$ cat src/rtl/rfgo_pkg.sv
`timescale 1ns / 1ps
`default_nettype none

package rfgo_pkg;

	// Tile edge in world units; a power of two so the tile divisions are shifts.
	localparam int TILE_LOG2 = 2;
	localparam int TILE_SIZE = 1 << TILE_LOG2;

	// Field widths.
	localparam int MAT_W    = 18;
	localparam int COORD_W  = 24;
	localparam int EXTENT_W = 23;
	localparam int IDX_W    = 12;
	localparam int VPS_W    = 13;

	// World coordinates are exact in Q.25: matrix Q.16 times local corner Q.9.
	localparam int WORLD_FRAC = 25;
	localparam int WORLD_W    = 48;
	localparam int DIV_SHIFT  = WORLD_FRAC + TILE_LOG2;
	localparam int QUOT_W     = WORLD_W - DIV_SHIFT;

	// Largest index the output fields hold.
	localparam logic [IDX_W-1:0] IDX_MAX = {IDX_W{1'b1}};

	// Configuration register indexes.
	localparam int CFG_IDX_W = 3;
	typedef enum logic [CFG_IDX_W-1:0] {
		REG_VERTICES_PER_SIDE = 3'd0,
		REG_DIRTY_FIRST_COL   = 3'd1,
		REG_DIRTY_FIRST_ROW   = 3'd2,
		REG_DIRTY_LAST_COL    = 3'd3,
		REG_DIRTY_LAST_ROW    = 3'd4
	} cfg_reg_t;

	localparam logic [VPS_W-1:0] VPS_RESET = 13'd257;

	// Configuration register contents, handed from the register file to the datapath.
	typedef struct packed {
		logic [VPS_W-1:0] vertices_per_side;
		logic [IDX_W-1:0] dirty_first_col;
		logic [IDX_W-1:0] dirty_first_row;
		logic [IDX_W-1:0] dirty_last_col;
		logic [IDX_W-1:0] dirty_last_row;
	} cfg_t;

	// Clamp a signed tile index to 0 .. hi.
	function automatic logic [IDX_W-1:0] clamp_idx(
		input logic signed [QUOT_W-1:0] q,
		input logic [IDX_W-1:0] hi
	);
		logic signed [QUOT_W-1:0] hi_s;
		hi_s = signed'(QUOT_W'(hi));
		if (q < 0) begin
			return '0;
		end else if (q > hi_s) begin
			return hi;
		end else begin
			return q[IDX_W-1:0];
		end
	endfunction

endpackage

`default_nettype wire

$ cat src/rtl/rfgo_axis.sv
`timescale 1ns / 1ps
`default_nettype none

// Tile index range along one world axis for a transformed rectangle.
module rfgo_axis (
	input  wire logic signed [rfgo_pkg::MAT_W-1:0]    m_a,
	input  wire logic signed [rfgo_pkg::MAT_W-1:0]    m_b,
	input  wire logic signed [rfgo_pkg::COORD_W-1:0]  shift,
	input  wire logic signed [rfgo_pkg::COORD_W-1:0]  center_a,
	input  wire logic signed [rfgo_pkg::COORD_W-1:0]  center_b,
	input  wire logic        [rfgo_pkg::EXTENT_W-1:0] extent_a,
	input  wire logic        [rfgo_pkg::EXTENT_W-1:0] extent_b,
	input  wire logic        [rfgo_pkg::IDX_W-1:0]    hi,
	output logic             [rfgo_pkg::IDX_W-1:0]    lo_idx,
	output logic             [rfgo_pkg::IDX_W-1:0]    hi_idx
);

	localparam int W  = rfgo_pkg::WORLD_W;
	localparam int CW = rfgo_pkg::COORD_W + 1;
	localparam int PW = rfgo_pkg::MAT_W + CW;
	localparam int SW = rfgo_pkg::MAT_W + rfgo_pkg::EXTENT_W;
	localparam int TS = rfgo_pkg::WORLD_FRAC - 8;
	localparam int D  = rfgo_pkg::DIV_SHIFT;

	logic signed [CW-1:0]               c2_a, c2_b;
	logic signed [PW-1:0]               p_a, p_b;
	logic        [rfgo_pkg::MAT_W-1:0]  mag_a, mag_b;
	logic        [SW-1:0]               s_a, s_b;
	logic signed [W-1:0]                base, span, min_v, max_v, max_up;
	logic signed [rfgo_pkg::QUOT_W-1:0] q_lo, q_hi;

	// Center term: matrix times doubled center (Q.9), plus translation in Q.25.
	assign c2_a = signed'({center_a, 1'b0});
	assign c2_b = signed'({center_b, 1'b0});
	assign p_a  = PW'(m_a) * PW'(c2_a);
	assign p_b  = PW'(m_b) * PW'(c2_b);
	assign base = W'(p_a) + W'(p_b)
		+ signed'({{(W - rfgo_pkg::COORD_W - TS){shift[rfgo_pkg::COORD_W-1]}},
			shift, {TS{1'b0}}});

	// The corners cover every sign pairing of the extents, so the span is the
	// sum of the magnitudes.
	assign mag_a = m_a[rfgo_pkg::MAT_W-1] ? rfgo_pkg::MAT_W'(-m_a) : rfgo_pkg::MAT_W'(m_a);
	assign mag_b = m_b[rfgo_pkg::MAT_W-1] ? rfgo_pkg::MAT_W'(-m_b) : rfgo_pkg::MAT_W'(m_b);
	assign s_a   = SW'(mag_a) * SW'(extent_a);
	assign s_b   = SW'(mag_b) * SW'(extent_b);
	assign span  = signed'(W'(s_a) + W'(s_b));

	assign min_v = base - span;
	assign max_v = base + span;

	// Floor of the minimum and ceiling of the maximum over the tile size.
	assign max_up = max_v + signed'(W'({D{1'b1}}));
	assign q_lo   = rfgo_pkg::QUOT_W'(min_v >>> D);
	assign q_hi   = rfgo_pkg::QUOT_W'(max_up >>> D);

	assign lo_idx = rfgo_pkg::clamp_idx(q_lo, hi);
	assign hi_idx = rfgo_pkg::clamp_idx(q_hi, hi);

endmodule

`default_nettype wire

$ cat config.mk
export PLATFORM = sky130hd
export DESIGN_NAME = rfgo_axis
export DESIGN_NICKNAME = d
export VERILOG_FILES = /design/src/rtl/rfgo_pkg.sv /design/src/rtl/rfgo_axis.sv
export SDC_FILE = /design/constraint.sdc
export NUM_CORES = 2
export LEC_CHECK = 0
export ABC_AREA = 1
export BUFFER_PORTS_ARGS = -buffer_cell sky130_fd_sc_hd__clkbuf_2
export CAP_MARGIN = 0
export CORE_UTILIZATION = 53
export DETAILED_ROUTE_END_ITERATION = 6
export GPL_TIMING_DRIVEN = 1
export PLACE_DENSITY = 0.76
export SLEW_MARGIN = 20
export SYNTH_ARGS = -nofsm -noshare
export SYNTH_HDL_FRONTEND = slang
export SYNTH_SLANG_ARGS = --single-unit
export TNS_END_PERCENT = 50
$ cat constraint.sdc
create_clock -name vclk -period 20.4
set_input_delay 1.02 -clock vclk [all_inputs]
set_output_delay 1.02 -clock vclk [all_outputs]
set_load 0.03 [all_outputs]
Yosys cells after proc, flatten, opt, wreduce, memory -nomap -nowiden:

Index checks and enable logic that the tools add are counted.

* flip-flop bits (word level): 0
* input port bits: 166
* output and inout port bits: 24
* logic and storage cells: 22

* add/sub/neg operators: 8
* multiply operators: 4
* order comparisons: 4
* multiplexer cells: 6

Operators by type and width (number)
* multiplier 18 x 24 -> 42 bit: 2
* multiplier 18 x 23 -> 41 bit: 2
* two-way mux 12 bit: 4
* adder 46 x 28 -> 47 bit (second input constant): 1
* adder 45 x 43 -> 46 bit: 1
* subtractor 45 x 43 -> 46 bit: 1
* adder 44 x 41 -> 45 bit: 1
* adder 43 x 43 -> 44 bit: 1
* adder 41 x 41 -> 42 bit: 1
* two-way mux 18 bit: 2
* negation 18 bit: 2
* > comparator 20 x 13 -> 1 bit: 1
* less-than comparator 20 x 1 -> 1 bit (second input constant): 1
* > comparator 19 x 13 -> 1 bit: 1
* less-than comparator 19 x 1 -> 1 bit (second input constant): 1

Logic depth before layout (Yosys ltp):

* word-level depth: 9
* mapped depth: 70
* depth with buffers taken out: 67

Worst setup path after synthesis:

OpenSTA, ideal clock, no wires.

* path kind: input-to-output
* start: input m_a[0] (netlist name)
* end: output hi_idx[8] (netlist name)
* arrival time: 12.257 ns
* data required time: 19.380 ns
* setup slack: 7.123 ns
* stages: 61
* path buffers: 2
* cells stage by stage: clkbuf_1 buf_1 inv_1 ha_1 inv_1 nor3_1 a21oi_1 inv_1 o21ai_1 inv_1 o21ai_1 o21bai_1 nor2_1 a21oi_1 or2_2 nand2_2 inv_1 nand2_1 (+25 left out) nand2_1 nor4_1 a21oi_1 o21ai_0 xor2_1 ha_1 nand2_1 inv_1 nand3_1 nor3_1 nand3_1 o21ai_0 nand4_1 nor3_4 nand3_2 inv_2 nand2_1 a21oi_1

* cells in the longest elaborated chain, start to end: 9
* elaborated cells on any way between the ends: 13
* those cells by class: add/sub: 6; mul: 2; order compare: 2; mux: 3

RTL lines
* start, declared: RTL line rfgo_axis.sv:6 `input wire logic signed [rfgo_pkg::MAT_W-1:0] m_a,`
* branches (longest 4 deep; another with adder 44 x 41 -> 45 bit)
* adder 45 x 43 -> 46 bit (*): RTL line rfgo_axis.sv:50 `assign max_v = base + span;`
* adder 46 x 28 -> 47 bit (*): RTL line rfgo_axis.sv:53 `assign max_up = max_v + signed'(W'({D{1'b1}}));`
* > comparator 20 x 13 -> 1 bit: RTL line rfgo_pkg.sv:56 `end else if (q > hi_s) begin`
* two-way mux 12 bit: RTL line rfgo_pkg.sv:56
* two-way mux 12 bit (*): RTL line rfgo_pkg.sv:54 `if (q < 0) begin`
* end, declared: RTL line rfgo_axis.sv:15 `output logic [rfgo_pkg::IDX_W-1:0] hi_idx`

Mark *: on every way between the ends.

Worst setup path after layout:

* start: input m_a[0] (netlist name)
* end: output hi_idx[6] (netlist name)

Same word-level chain as after synthesis.

==> summary.txt <==
Critical path
  • Worst EP required: about 19 ns
  • Crit-path max cell delay: 0.59 ns
  • Worst-path cell with the longest stage delay: fa_1
  • CP Capture Type: primary output
  • Data arrival, critical path: 14.89 ns
  • Startpoint Class: input port
  • Crit path top cell by count: inv_1
  • Critical path class: in2out
  • Crit-path max FO: 49

STA
  • Worst-Margin Slew: between 1 and 1.5 ns
  • Final setup viols: 0
  • Final period utilization: 78.0%
  • Rel. slew slack: 30.9%
  • Fmax: 0.0629 GHz
  • Max-slew violations: 0
  • Final Hold Fails: 0
  • Fin Setup TNS: 0 ns
  • Final min period: 15.91 ns
  • Unrepaired setup endpoints after global routing: no
  • Post-route setup slack: 4.49 ns

Place
  • Dpl ws: between 4 and 5 ns
  • Placement-stage cell area: 69300 um2
  • # port buffers: 190
  • Hpwl dp: 179000 um
  • Routability Congestion: between 1 and 1.5

GRT
  • Vias in the first global route: 59200
  • All-Layer GR Usage: between 30% and 40%
  • GRT overflow: 0
  • First-pass GRT wire length: 330000 um
  • Largest net degree at the start of global routing: 50
  • Antenna violations before repair: 9

Cells and area
  • Final nets: roughly 11000
  • Clock buffers: 0
  • Area Growth Syn to Fin: 2.97%
  • Storage cell area: 0 um2
  • Layout cells sized above 1: 3.87%
  • Fin area: 69400 um2
  • Sequential cells: 0

Detailed routing
  • WL final: 207000 um
  • Drt via density: between 5 and 6
  • Via count: 55400
  • Post-DR wirelength/cell: 20.3 um
  • Initial DRC count: 4375
  • 1st-pass router iterations: 6
  • Remaining DRCs: 0
  • Remaining antenna violation count: 0

Synthesis
  • Unique masters post-synth: 60
  • Top cells by area, synth: fa_1 48%, inv_1 14%, ha_1 11%
  • Top-area cell type share of the netlist area: 48.4%
  • Synthesized Nets: 11100
  • Leading area contributor after synthesis: fa_1
  • Yosys warnings: 0
  • Post-synthesis area per instance: 7.77 um2
  • Mapped cell area: between 60000 and 70000 um2
  • Cells after Synth: a little under 9000
  • Seq/Total Area, Yosys: 0%

Flow run
  • Max Cap Violations: 0

Die
  • Ports: 190
  • Chip width: 359 um
  • Starting Density: 53.5%
  • Full die area: 129000 um2
  • Core Region: between 100000 and 150000 um2
  • Die height: 359 um
  • FP Rows: 130

Clocking
  • Postcts setup bufs: 0
  • Hold_buf cts: 0
  • Post-cts resize count: 0

Status
  • Status: finished clean

Hold path
  • Hold Path Class: in2out
-- synth_stat cells (5+ instances only) --
cell type  instances
nor3_1            31
buf_1             59
clkbuf_1         257
or2_2             40
nor2_1           570
o31ai_1           10
nor4_1            15
o21a_1            10
nand2_2           29
a21oi_1          297
nand4_1           31
nor2_2             6
o211ai_1          10
ha_1             615
fa_1            1628
o221ai_1           5
o2111ai_1         11
nand3b_1           8
nand3_2            9
o21ai_0          158
xnor2_1           92
nand3_1           94
a21oi_2            5
a211oi_1           5
a21boi_0           9
or3_1              5
buf_2              6
nand2_1         1922
nand2_4            6
a31oi_1           35
xor2_1           106
clkinv_1          23
a21o_1            22
inv_1           2479
o21bai_1          15
-- worst max-delay path, delay by kind of cell --
family	cells	cell delay, ns
adders and majority gates	13	5.74
and+or+nand+nor	22	2.85
AOI/OAI and AO/OA	12	2.56
buffers and inverters	13	2.08
xor gates and xnor gates	2	0.55
-- metal layers --
layer	vias to the layer above	part of all wire [%]	routed length, um	global-route usage (%)
met5	-	0	0	0
met4	0	3.5	7190	9.53
met3	398	9.6	19900	6.11
met2	2624	46	94400	53.9
met1	27800	41	85700	46.0
li1	24600	-	-	-
-- kinds of logic after synthesis --
family          Yosys count  share of synthesized area (%)
fa+ha+maj              2243                           59.8
simple gates           2783                           16.6
compound gates          613                           5.16
xor+xnor                200                           2.62
buf+inv                2832                           15.8
-- final timing paths --
path / startpoint / endpoint / slack [ns] / cells past startpoint
worst min-delay path: hi[9] / lo_idx[9] / 2.43 / 4
worst max-delay path: m_a[0] / hi_idx[6] / 4.49 / 62
-- metrics by stage --
| stage | util (%) | hold WS, ns | std cells |
|---|---|---|---|
| after CTS | 55.1 | 2.43 | 10200 |
| after global routing | 55.1 | 2.44 | 10200 |
| after detailed placement | 55.1 | 2.43 | 10200 |
| after floorplan | - | 2.27 | 8671 |
| final | 55.1 | 2.43 | 10200 |
| after global placement | 55.1 | 2.42 | 10200 |
-- cell usage in the layout, fill, tap and decap left out, types with 29 or more instances in the layout --
master / netlist / final
xnor2_1: 92 / 92
o21ai_0: 158 / 157
clkbuf_2: 0 / 190
nor2_1: 570 / 570
nand2_1: 1922 / 1922
a31oi_1: 35 / 35
inv_1: 2479 / 2479
xor2_1: 106 / 101
a21oi_1: 297 / 297
nand3_1: 94 / 94
nand4_1: 31 / 31
ha_1: 615 / 615
nor3_1: 31 / 31
or2_2: 40 / 40
fa_1: 1628 / 1628
nand2_2: 29 / 29
-- final cells by class --
class | instances | area [um2]
multi-input combinational | 5839 | 56800
fill | 11900 | 56500
inverter | 2505 | 9400
tap | 1650 | 2060
timing repair buffer | 211 | 1110
antenna | 8 | 20.0
