[config.mk]
export PLATFORM = sky130hd
export DESIGN_NAME = rfgo_cfg
export DESIGN_NICKNAME = d
export VERILOG_FILES = /design/src/rtl/rfgo_pkg.sv /design/src/rtl/rfgo_cfg.sv
export SDC_FILE = /design/constraint.sdc
export NUM_CORES = 1
export LEC_CHECK = 0
export ABC_AREA = 1
export BUFFER_PORTS_ARGS = -buffer_cell sky130_fd_sc_hd__buf_2
export CAP_MARGIN = 25
export CORE_MARGIN = 1.5
export CORE_UTILIZATION = 45
export DETAILED_ROUTE_END_ITERATION = 6
export PLACE_DENSITY = 0.78
export SETUP_SLACK_MARGIN = 0.5
export SYNTH_ARGS = -nofsm -noshare
export SYNTH_HDL_FRONTEND = slang
export SYNTH_SLANG_ARGS = --single-unit
[constraint.sdc]
create_clock -name clk -period 0.8 [get_ports clk]
set_input_delay 0.2 -clock clk [delete_from_list [all_inputs] [get_ports clk]]
set_output_delay 0.2 -clock clk [all_outputs]
set_load 0.05 [all_outputs]
[src/rtl/rfgo_pkg.sv]
`timescale 1ns / 1ps
`default_nettype none

package rfgo_pkg;

	// Tile edge in world units; a power of two so the tile divisions are shifts.
	localparam int TILE_LOG2 = 2;
	localparam int TILE_SIZE = 1 << TILE_LOG2;

	// Field widths.
	localparam int MAT_W    = 18;
	localparam int COORD_W  = 24;
	localparam int EXTENT_W = 23;
	localparam int IDX_W    = 12;
	localparam int VPS_W    = 13;

	// World coordinates are exact in Q.25: matrix Q.16 times local corner Q.9.
	localparam int WORLD_FRAC = 25;
	localparam int WORLD_W    = 48;
	localparam int DIV_SHIFT  = WORLD_FRAC + TILE_LOG2;
	localparam int QUOT_W     = WORLD_W - DIV_SHIFT;

	// Largest index the output fields hold.
	localparam logic [IDX_W-1:0] IDX_MAX = {IDX_W{1'b1}};

	// Configuration register indexes.
	localparam int CFG_IDX_W = 3;
	typedef enum logic [CFG_IDX_W-1:0] {
		REG_VERTICES_PER_SIDE = 3'd0,
		REG_DIRTY_FIRST_COL   = 3'd1,
		REG_DIRTY_FIRST_ROW   = 3'd2,
		REG_DIRTY_LAST_COL    = 3'd3,
		REG_DIRTY_LAST_ROW    = 3'd4
	} cfg_reg_t;

	localparam logic [VPS_W-1:0] VPS_RESET = 13'd257;

	// Configuration register contents, handed from the register file to the datapath.
	typedef struct packed {
		logic [VPS_W-1:0] vertices_per_side;
		logic [IDX_W-1:0] dirty_first_col;
		logic [IDX_W-1:0] dirty_first_row;
		logic [IDX_W-1:0] dirty_last_col;
		logic [IDX_W-1:0] dirty_last_row;
	} cfg_t;

	// Clamp a signed tile index to 0 .. hi.
	function automatic logic [IDX_W-1:0] clamp_idx(
		input logic signed [QUOT_W-1:0] q,
		input logic [IDX_W-1:0] hi
	);
		logic signed [QUOT_W-1:0] hi_s;
		hi_s = signed'(QUOT_W'(hi));
		if (q < 0) begin
			return '0;
		end else if (q > hi_s) begin
			return hi;
		end else begin
			return q[IDX_W-1:0];
		end
	endfunction

endpackage

`default_nettype wire

[src/rtl/rfgo_cfg.sv]
`timescale 1ns / 1ps
`default_nettype none

module rfgo_cfg (
	input  wire logic                           clk,
	input  wire logic                           arst_n,
	input  wire logic                           wr_en,
	input  wire logic [rfgo_pkg::CFG_IDX_W-1:0] wr_index,
	input  wire logic [rfgo_pkg::VPS_W-1:0]     wr_data,
	output rfgo_pkg::cfg_t                      cfg
);

	rfgo_pkg::cfg_t cfg_q;

	// Register file; writes beyond the last register are dropped.
	always_ff @(posedge clk or negedge arst_n) begin
		if (!arst_n) begin
			cfg_q.vertices_per_side <= rfgo_pkg::VPS_RESET;
			cfg_q.dirty_first_col   <= '0;
			cfg_q.dirty_first_row   <= '0;
			cfg_q.dirty_last_col    <= '0;
			cfg_q.dirty_last_row    <= '0;
		end else if (wr_en) begin
			unique case (rfgo_pkg::cfg_reg_t'(wr_index))
				rfgo_pkg::REG_VERTICES_PER_SIDE: begin
					cfg_q.vertices_per_side <= wr_data;
				end
				rfgo_pkg::REG_DIRTY_FIRST_COL: begin
					cfg_q.dirty_first_col <= wr_data[rfgo_pkg::IDX_W-1:0];
				end
				rfgo_pkg::REG_DIRTY_FIRST_ROW: begin
					cfg_q.dirty_first_row <= wr_data[rfgo_pkg::IDX_W-1:0];
				end
				rfgo_pkg::REG_DIRTY_LAST_COL: begin
					cfg_q.dirty_last_col <= wr_data[rfgo_pkg::IDX_W-1:0];
				end
				rfgo_pkg::REG_DIRTY_LAST_ROW: begin
					cfg_q.dirty_last_row <= wr_data[rfgo_pkg::IDX_W-1:0];
				end
				default: begin
				end
			endcase
		end
	end

	assign cfg = cfg_q;

endmodule

`default_nettype wire

==> results.txt, run 1 <==
----------------------------------------------------
[Floorplanning]
  Die span in y ... ~77 microns
  Ports ... 80
  Initial core utilization ... between 40% and 50%
  Die X ... 77.3 microns
  Number of placement rows ... 26

[Status]
  Outcome ... aborted with a tool error
  Error message ... [ERROR DPL-0033] detailed placement checks failed during check placement.
  Last stage reached ... global routing (5_1_grt)

[Yosys]
  Syn avg cell area ... approximately 9 sq um
  Post-synthesis net count ... slightly below 300
  Flop and latch count out of synthesis ... 61
  Number of distinct library cells after synthesis ... 12
  Warning count from the yosys run ... 0
  Post-synthesis sequential area ratio ... about three fifths
  Number of cells produced by synthesis ... roughly 280
  Post-Synthesis Cell Area ... around 2500 sq um

[Clock tree]
  CTS sink count ... 61
  Maximum buffer depth of the clock tree ... 2
  CTS H-tree depth ... 3
  Number of buffers inserted during clock tree synthesis ... 9
  Cell chosen for the clock root ... clkbuf_8

[Placed design]
  Weighted congestion reported at the end of routability-driven placement ... 0.831
  Count of buffers inserted at the top-level ports ... roughly 80
  HPWL after detailed placement ... approximately 4.7 mm

[Timing]
  Worst-path endpoint after global-route repair_timing ... cfg[48]
  Worst endpoint type ... primary output

[Global routing]
  Initial antenna violation count ... 0
  Largest net degree at the start of global routing ... 30

----------------------------------------------------
## logic make-up after synthesis
group | synth area share [%]
AND/OR/NAND/NOR | 33.1
buffers and inverters | 5.29
flip-flops | 61.6
## through the flow
step | std cells | instance area, sq um | setup slack (ns)
after floorplan | 278 | 2720 | -0.0635
after global placement | 431 | 3240 | -0.293
after detailed placement | 431 | 3240 | -0.334
after CTS | 475 | 4430 | -0.444
## repair_timing
| item | CTS |
|---|---|
| cloned | 5 |
| buffers inserted | 23 |
| hold endpoints to repair | 59 |
| gates resized for setup | 212 |
| endpoints found under the setup margin | 122 |
| pin swaps | 36 |
## Yosys cell counts
cell type	number	area [sq um]
nand2_1	141	529
dfrtp_1	59	1480
nand3_1	49	245
buf_2	6	30.0
buf_4	6	45.0
inv_1	4	15.0
buf_6	3	33.8
nor2_2	3	18.8
dfstp_2	2	52.6
inv_2	2	7.51
nor2_4	2	22.5
nand2_2	1	6.26
==> run 2, diff against run 1 <==
- CORE_UTILIZATION: 45 -> 30
- PLACE_DENSITY: 0.78 -> default
- PLACE_DENSITY_LB_ADDON: default -> 0.15
- SETUP_SLACK_MARGIN: 0.5 -> default
- clock period: 0.8 -> 1.04 ns (I/O delays scaled with it)
==> run 2 against run 1 <==
Against the previous run:
- the flow now finishes, with violations (setup timing)
- synthesized cell count unchanged
- area after synthesis did not move
==> results.txt, run 2 <==
----------------------------------------------------
[Global routing]
  Remaining global-route overflow ... 0
  Initial antenna violation count ... 0
  Largest net degree at the start of global routing ... 62
  Total GRT Usage ... 18.1%
  First-pass GRT wire length ... about 12 mm
  Via count of the first global-routing pass ... about 2.2k

[Cells and area]
  Number of flip-flops under the largest register name ... 61
  Most frequent cells in the layout ... nand2_1, dfrtp_1, buf_6
  Number of filler instances in the final layout ... around 770
  Synthesis-to-layout area growth ... 56.5%
  Sequential cell area ... roughly 1500 sq um
  Commonest non-fill, non-tap cell in the layout ... nand2_1
  Post-route design area ... about 3900 sq um
  Post-layout nets ... roughly 420
  Share of final-layout standard cells stronger than drive strength 1 ... a little under two fifths
  Multi-input logic area ... a little over 800 sq um
  Post-layout instance count excluding filler cells ... roughly 510
  Diodes inserted ... 0

[Setup path]
  Arr. time, crit path ... 1.04 ns
  Crit path buf inv count ... 1
  Setup CP Type ... flip-flop to primary output
  Slowest CP cell ... dfstp_2
  Data required time of the critical path ... between 0.7 and 0.8 ns
  Crit path capture type ... primary output
  Delay-heaviest family, CP ... flip-flops
  Worst Setup Start Kind ... flip-flop
  Sequence of cells on the critical path ... buf_8
  Delay of the slowest cell on the worst path ... roughly 0.56 ns
  Crit-path max FO ... 2

[Drt]
  Routed wire per std cell ... about 14 microns
  Drt via density ... around 4.5
  Post-route DRC ... 0
  Detailed-router iteration count before antenna repair ... 4
  Number of antenna-violating nets in the routed design ... 0
  Vias after detailed routing ... around 2.3k
  Drt first-iter violations ... 103
  Routed wire length ... 7.23 mm

[Yosys]
  Ranking of synthesized cells by area ... dfrtp_1, nand2_1, nand3_1 (unchanged)
  Post-synth top area share ... 59.5% (unchanged)
  Most instantiated flip-flop cell in the synthesis netlist ... dfrtp_1 (unchanged)
  Xor and xnor fraction of the mapped netlist area ... 0% (unchanged)
  Number of cells produced by synthesis ... 278 (unchanged)
  Number of distinct library cells after synthesis ... 12 (unchanged)
  Syn avg cell area ... 8.93 sq um (unchanged)
  Post-synthesis net count ... 297 (unchanged)
  Flop and latch count out of synthesis ... 61 (unchanged)
  Post-Synthesis Cell Area ... 2480 sq um (unchanged)
  Synthesized-area fraction occupied by ao, oa, aoi and oai cells ... 0% (unchanged)
  Number of synthesized flops with an enable pin ... 0 (unchanged)
  Most area-hungry cell type in the Yosys netlist ... dfrtp_1 (unchanged)
  Fraction of registers with async set or reset after synthesis ... 100% (unchanged)
  Synth Area in Simple Gates ... 33.1% (unchanged)
  Multiplexer share of the synthesized area ... 0% (unchanged)
  Post-synthesis share of cell area spent on full adders, half adders and majority gates ... 0% (unchanged)
  Largest family of logic cells by synthesized area ... simple AND/OR/NAND/NOR gates (unchanged)
  List of most frequent post-synthesis cells ... nand2_1, dfrtp_1, nand3_1, buf_2, buf_4 (unchanged)
  Most repeated cell in the gate-level netlist after synthesis ... nand2_1 (unchanged)
  Post-synthesis sequential area ratio ... 61.6% (unchanged)
  Warning count from the yosys run ... 0 (unchanged)

[Clock tree]
  Clock latency on the worst-skew pair ... between 0.3 and 0.4 ns
  Maximum buffer depth of the clock tree ... 2 (unchanged)
  Cell chosen for the clock root ... clkbuf_8 (unchanged)
  Clock input transition at the sequential cells of the worst setup and hold paths ... about 0.060 ns
  Number of buffers inserted during clock tree synthesis ... 9 (unchanged)
  CTS sink count ... 61 (unchanged)
  CTS H-tree depth ... 3 (unchanged)
  TritonCTS clock tree ... yes

[Status]
  Outcome ... complete, but fails checks (was aborted with a tool error)
  Violated checks ... setup timing

[Power and ir drop]
  Areal power density over the cells ... about 2200 nW/um^2
  IR drop worst, VDD ... ~0.00066 V
  Leakage ... 2.13 nW

[Floorplanning]
  Die X ... 94.0 microns (was 77.3 microns)
  Placeable core region ... between 7000 and 8000 sq um
  Initial core utilization ... 31.5% (was 47.7%)
  Ports ... 80 (unchanged)
  Die Area ... just under 9000 sq um
  Die span in y ... 94.0 microns (was 77.3 microns)
  Number of placement rows ... 32 (was 26)

[Timing]
  Final setup margin ... -0.257 ns
  Headroom to the max-slew limit ... just under 80%
  Crit path time final ... ~1.3 ns
  Number of failing hold endpoints at the final stage ... 0
  Setup Viol. Count Final ... 61
  Least-Margin Pin Slew ... about 0.33 ns
  Fin Hold WS ... about 0.17 ns
  Final critical-path share of the clock period ... 125%
  Worst clock skew ... 0 ns
  Maximum clock frequency ... ~770 MHz
  RSZ-0062 raised after global routing ... yes
  Final-report max-slew violation count ... 0

[Placed design]
  Post-placement worst setup slack ... -0.102 ns (was -0.334 ns)
  Post-Place Cells ... 463 (was 431)
  Post-detailed-placement cell area ... 3100 sq um (was 3240 sq um)
  Weighted congestion reported at the end of routability-driven placement ... 0.734 (was 0.831)
  Count of buffers inserted at the top-level ports ... 79 (unchanged)
  HPWL after detailed placement ... 4.78 mm (was 4.69 mm)

[Job]
  Max Cap Viol ... 0

[Min path]
  Hold WC Path Type ... input port to flip-flop

----------------------------------------------------
==> run 2: through the flow <==
| step | util, % | setup TNS, ns | total power, mW |
|---|---|---|---|
| 6_report | 49.3 | -7.04 | 8.63 |
| 5_1_grt | 49.3 | -9.68 | 9.08 |
| 3_3_place_gp | 39.3 | -3.11 | 5.90 |
| 2_1_floorplan | - | 0 | 5.12 |
| 4_1_cts | 48.0 | -8.26 | 8.58 |
| 3_5_place_dp | 39.3 | -4.33 | 5.92 |
==> run 2: logic make-up (layout without fill, tap and decap cells) <==
| family | Yosys count | count (layout) |
|---|---|---|
| buffers and inverters | 21 | 150 |
| and+or+nand+nor | 196 | 196 |
| DFF | 61 | 61 |
==> run 2: path summary, 6_finish.rpt <==
path                                      from                  end  slack, ns  cells past startpoint
max                        cfg[56]$_DFFE_PN1P_              cfg[56]      -0.26                      1
min                                wr_data[12]  cfg[60]$_DFFE_PN0P_       0.17                      3
max reg2reg                cfg[15]$_DFFE_PN0P_  cfg[15]$_DFFE_PN0P_       0.18                      4
min reg2reg                cfg[48]$_DFFE_PN1P_  cfg[48]$_DFFE_PN1P_       0.48                      2
max in group asynchronous               arst_n  cfg[48]$_DFFE_PN1P_       0.27                      3
min in group asynchronous               arst_n  cfg[29]$_DFFE_PN0P_       0.45                      3
==> run 2: per-layer routing <==
layer | share of wire, % | vias to the layer above | wire [microns] | track usage, %
li1 | - | 1124 | - | -
met1 | 46 | 1077 | 3330 | 25.5
met2 | 45 | 73 | 3290 | 26.3
met3 | 6.6 | 15 | 474 | 4.94
met4 | 1.9 | 0 | 134 | 7.46
met5 | 0 | - | 0 | 0
==> run 2: repair_timing <==
action,4_1_cts,5_1_grt
endpoints found under the hold margin,59,0
cloned,0,0
setup endpoints to repair,61,61
hold buffers,1,0
setup buffers,17,13
resized for setup,124,0
==> run 2: area by class of cell <==
type / instances / share of cell area [%]
repair buffers: 129 / 31.5
inverters: 6 / 0.580
clock buffers: 13 / 3.83
flip-flops and latches: 61 / 39.4
multi-input cells: 196 / 21.2
well taps: 102 / 3.29
clock inverters: 2 / 0.258
==> run 2: where the power goes <==
part	switching, mW	total (mW)	internal, mW
Sequential	0.355	3.19	2.83
Clock	0.885	1.80	0.911
Combinational	2.27	3.65	1.38
No activity file was read; power rests on OpenSTA's default activity.
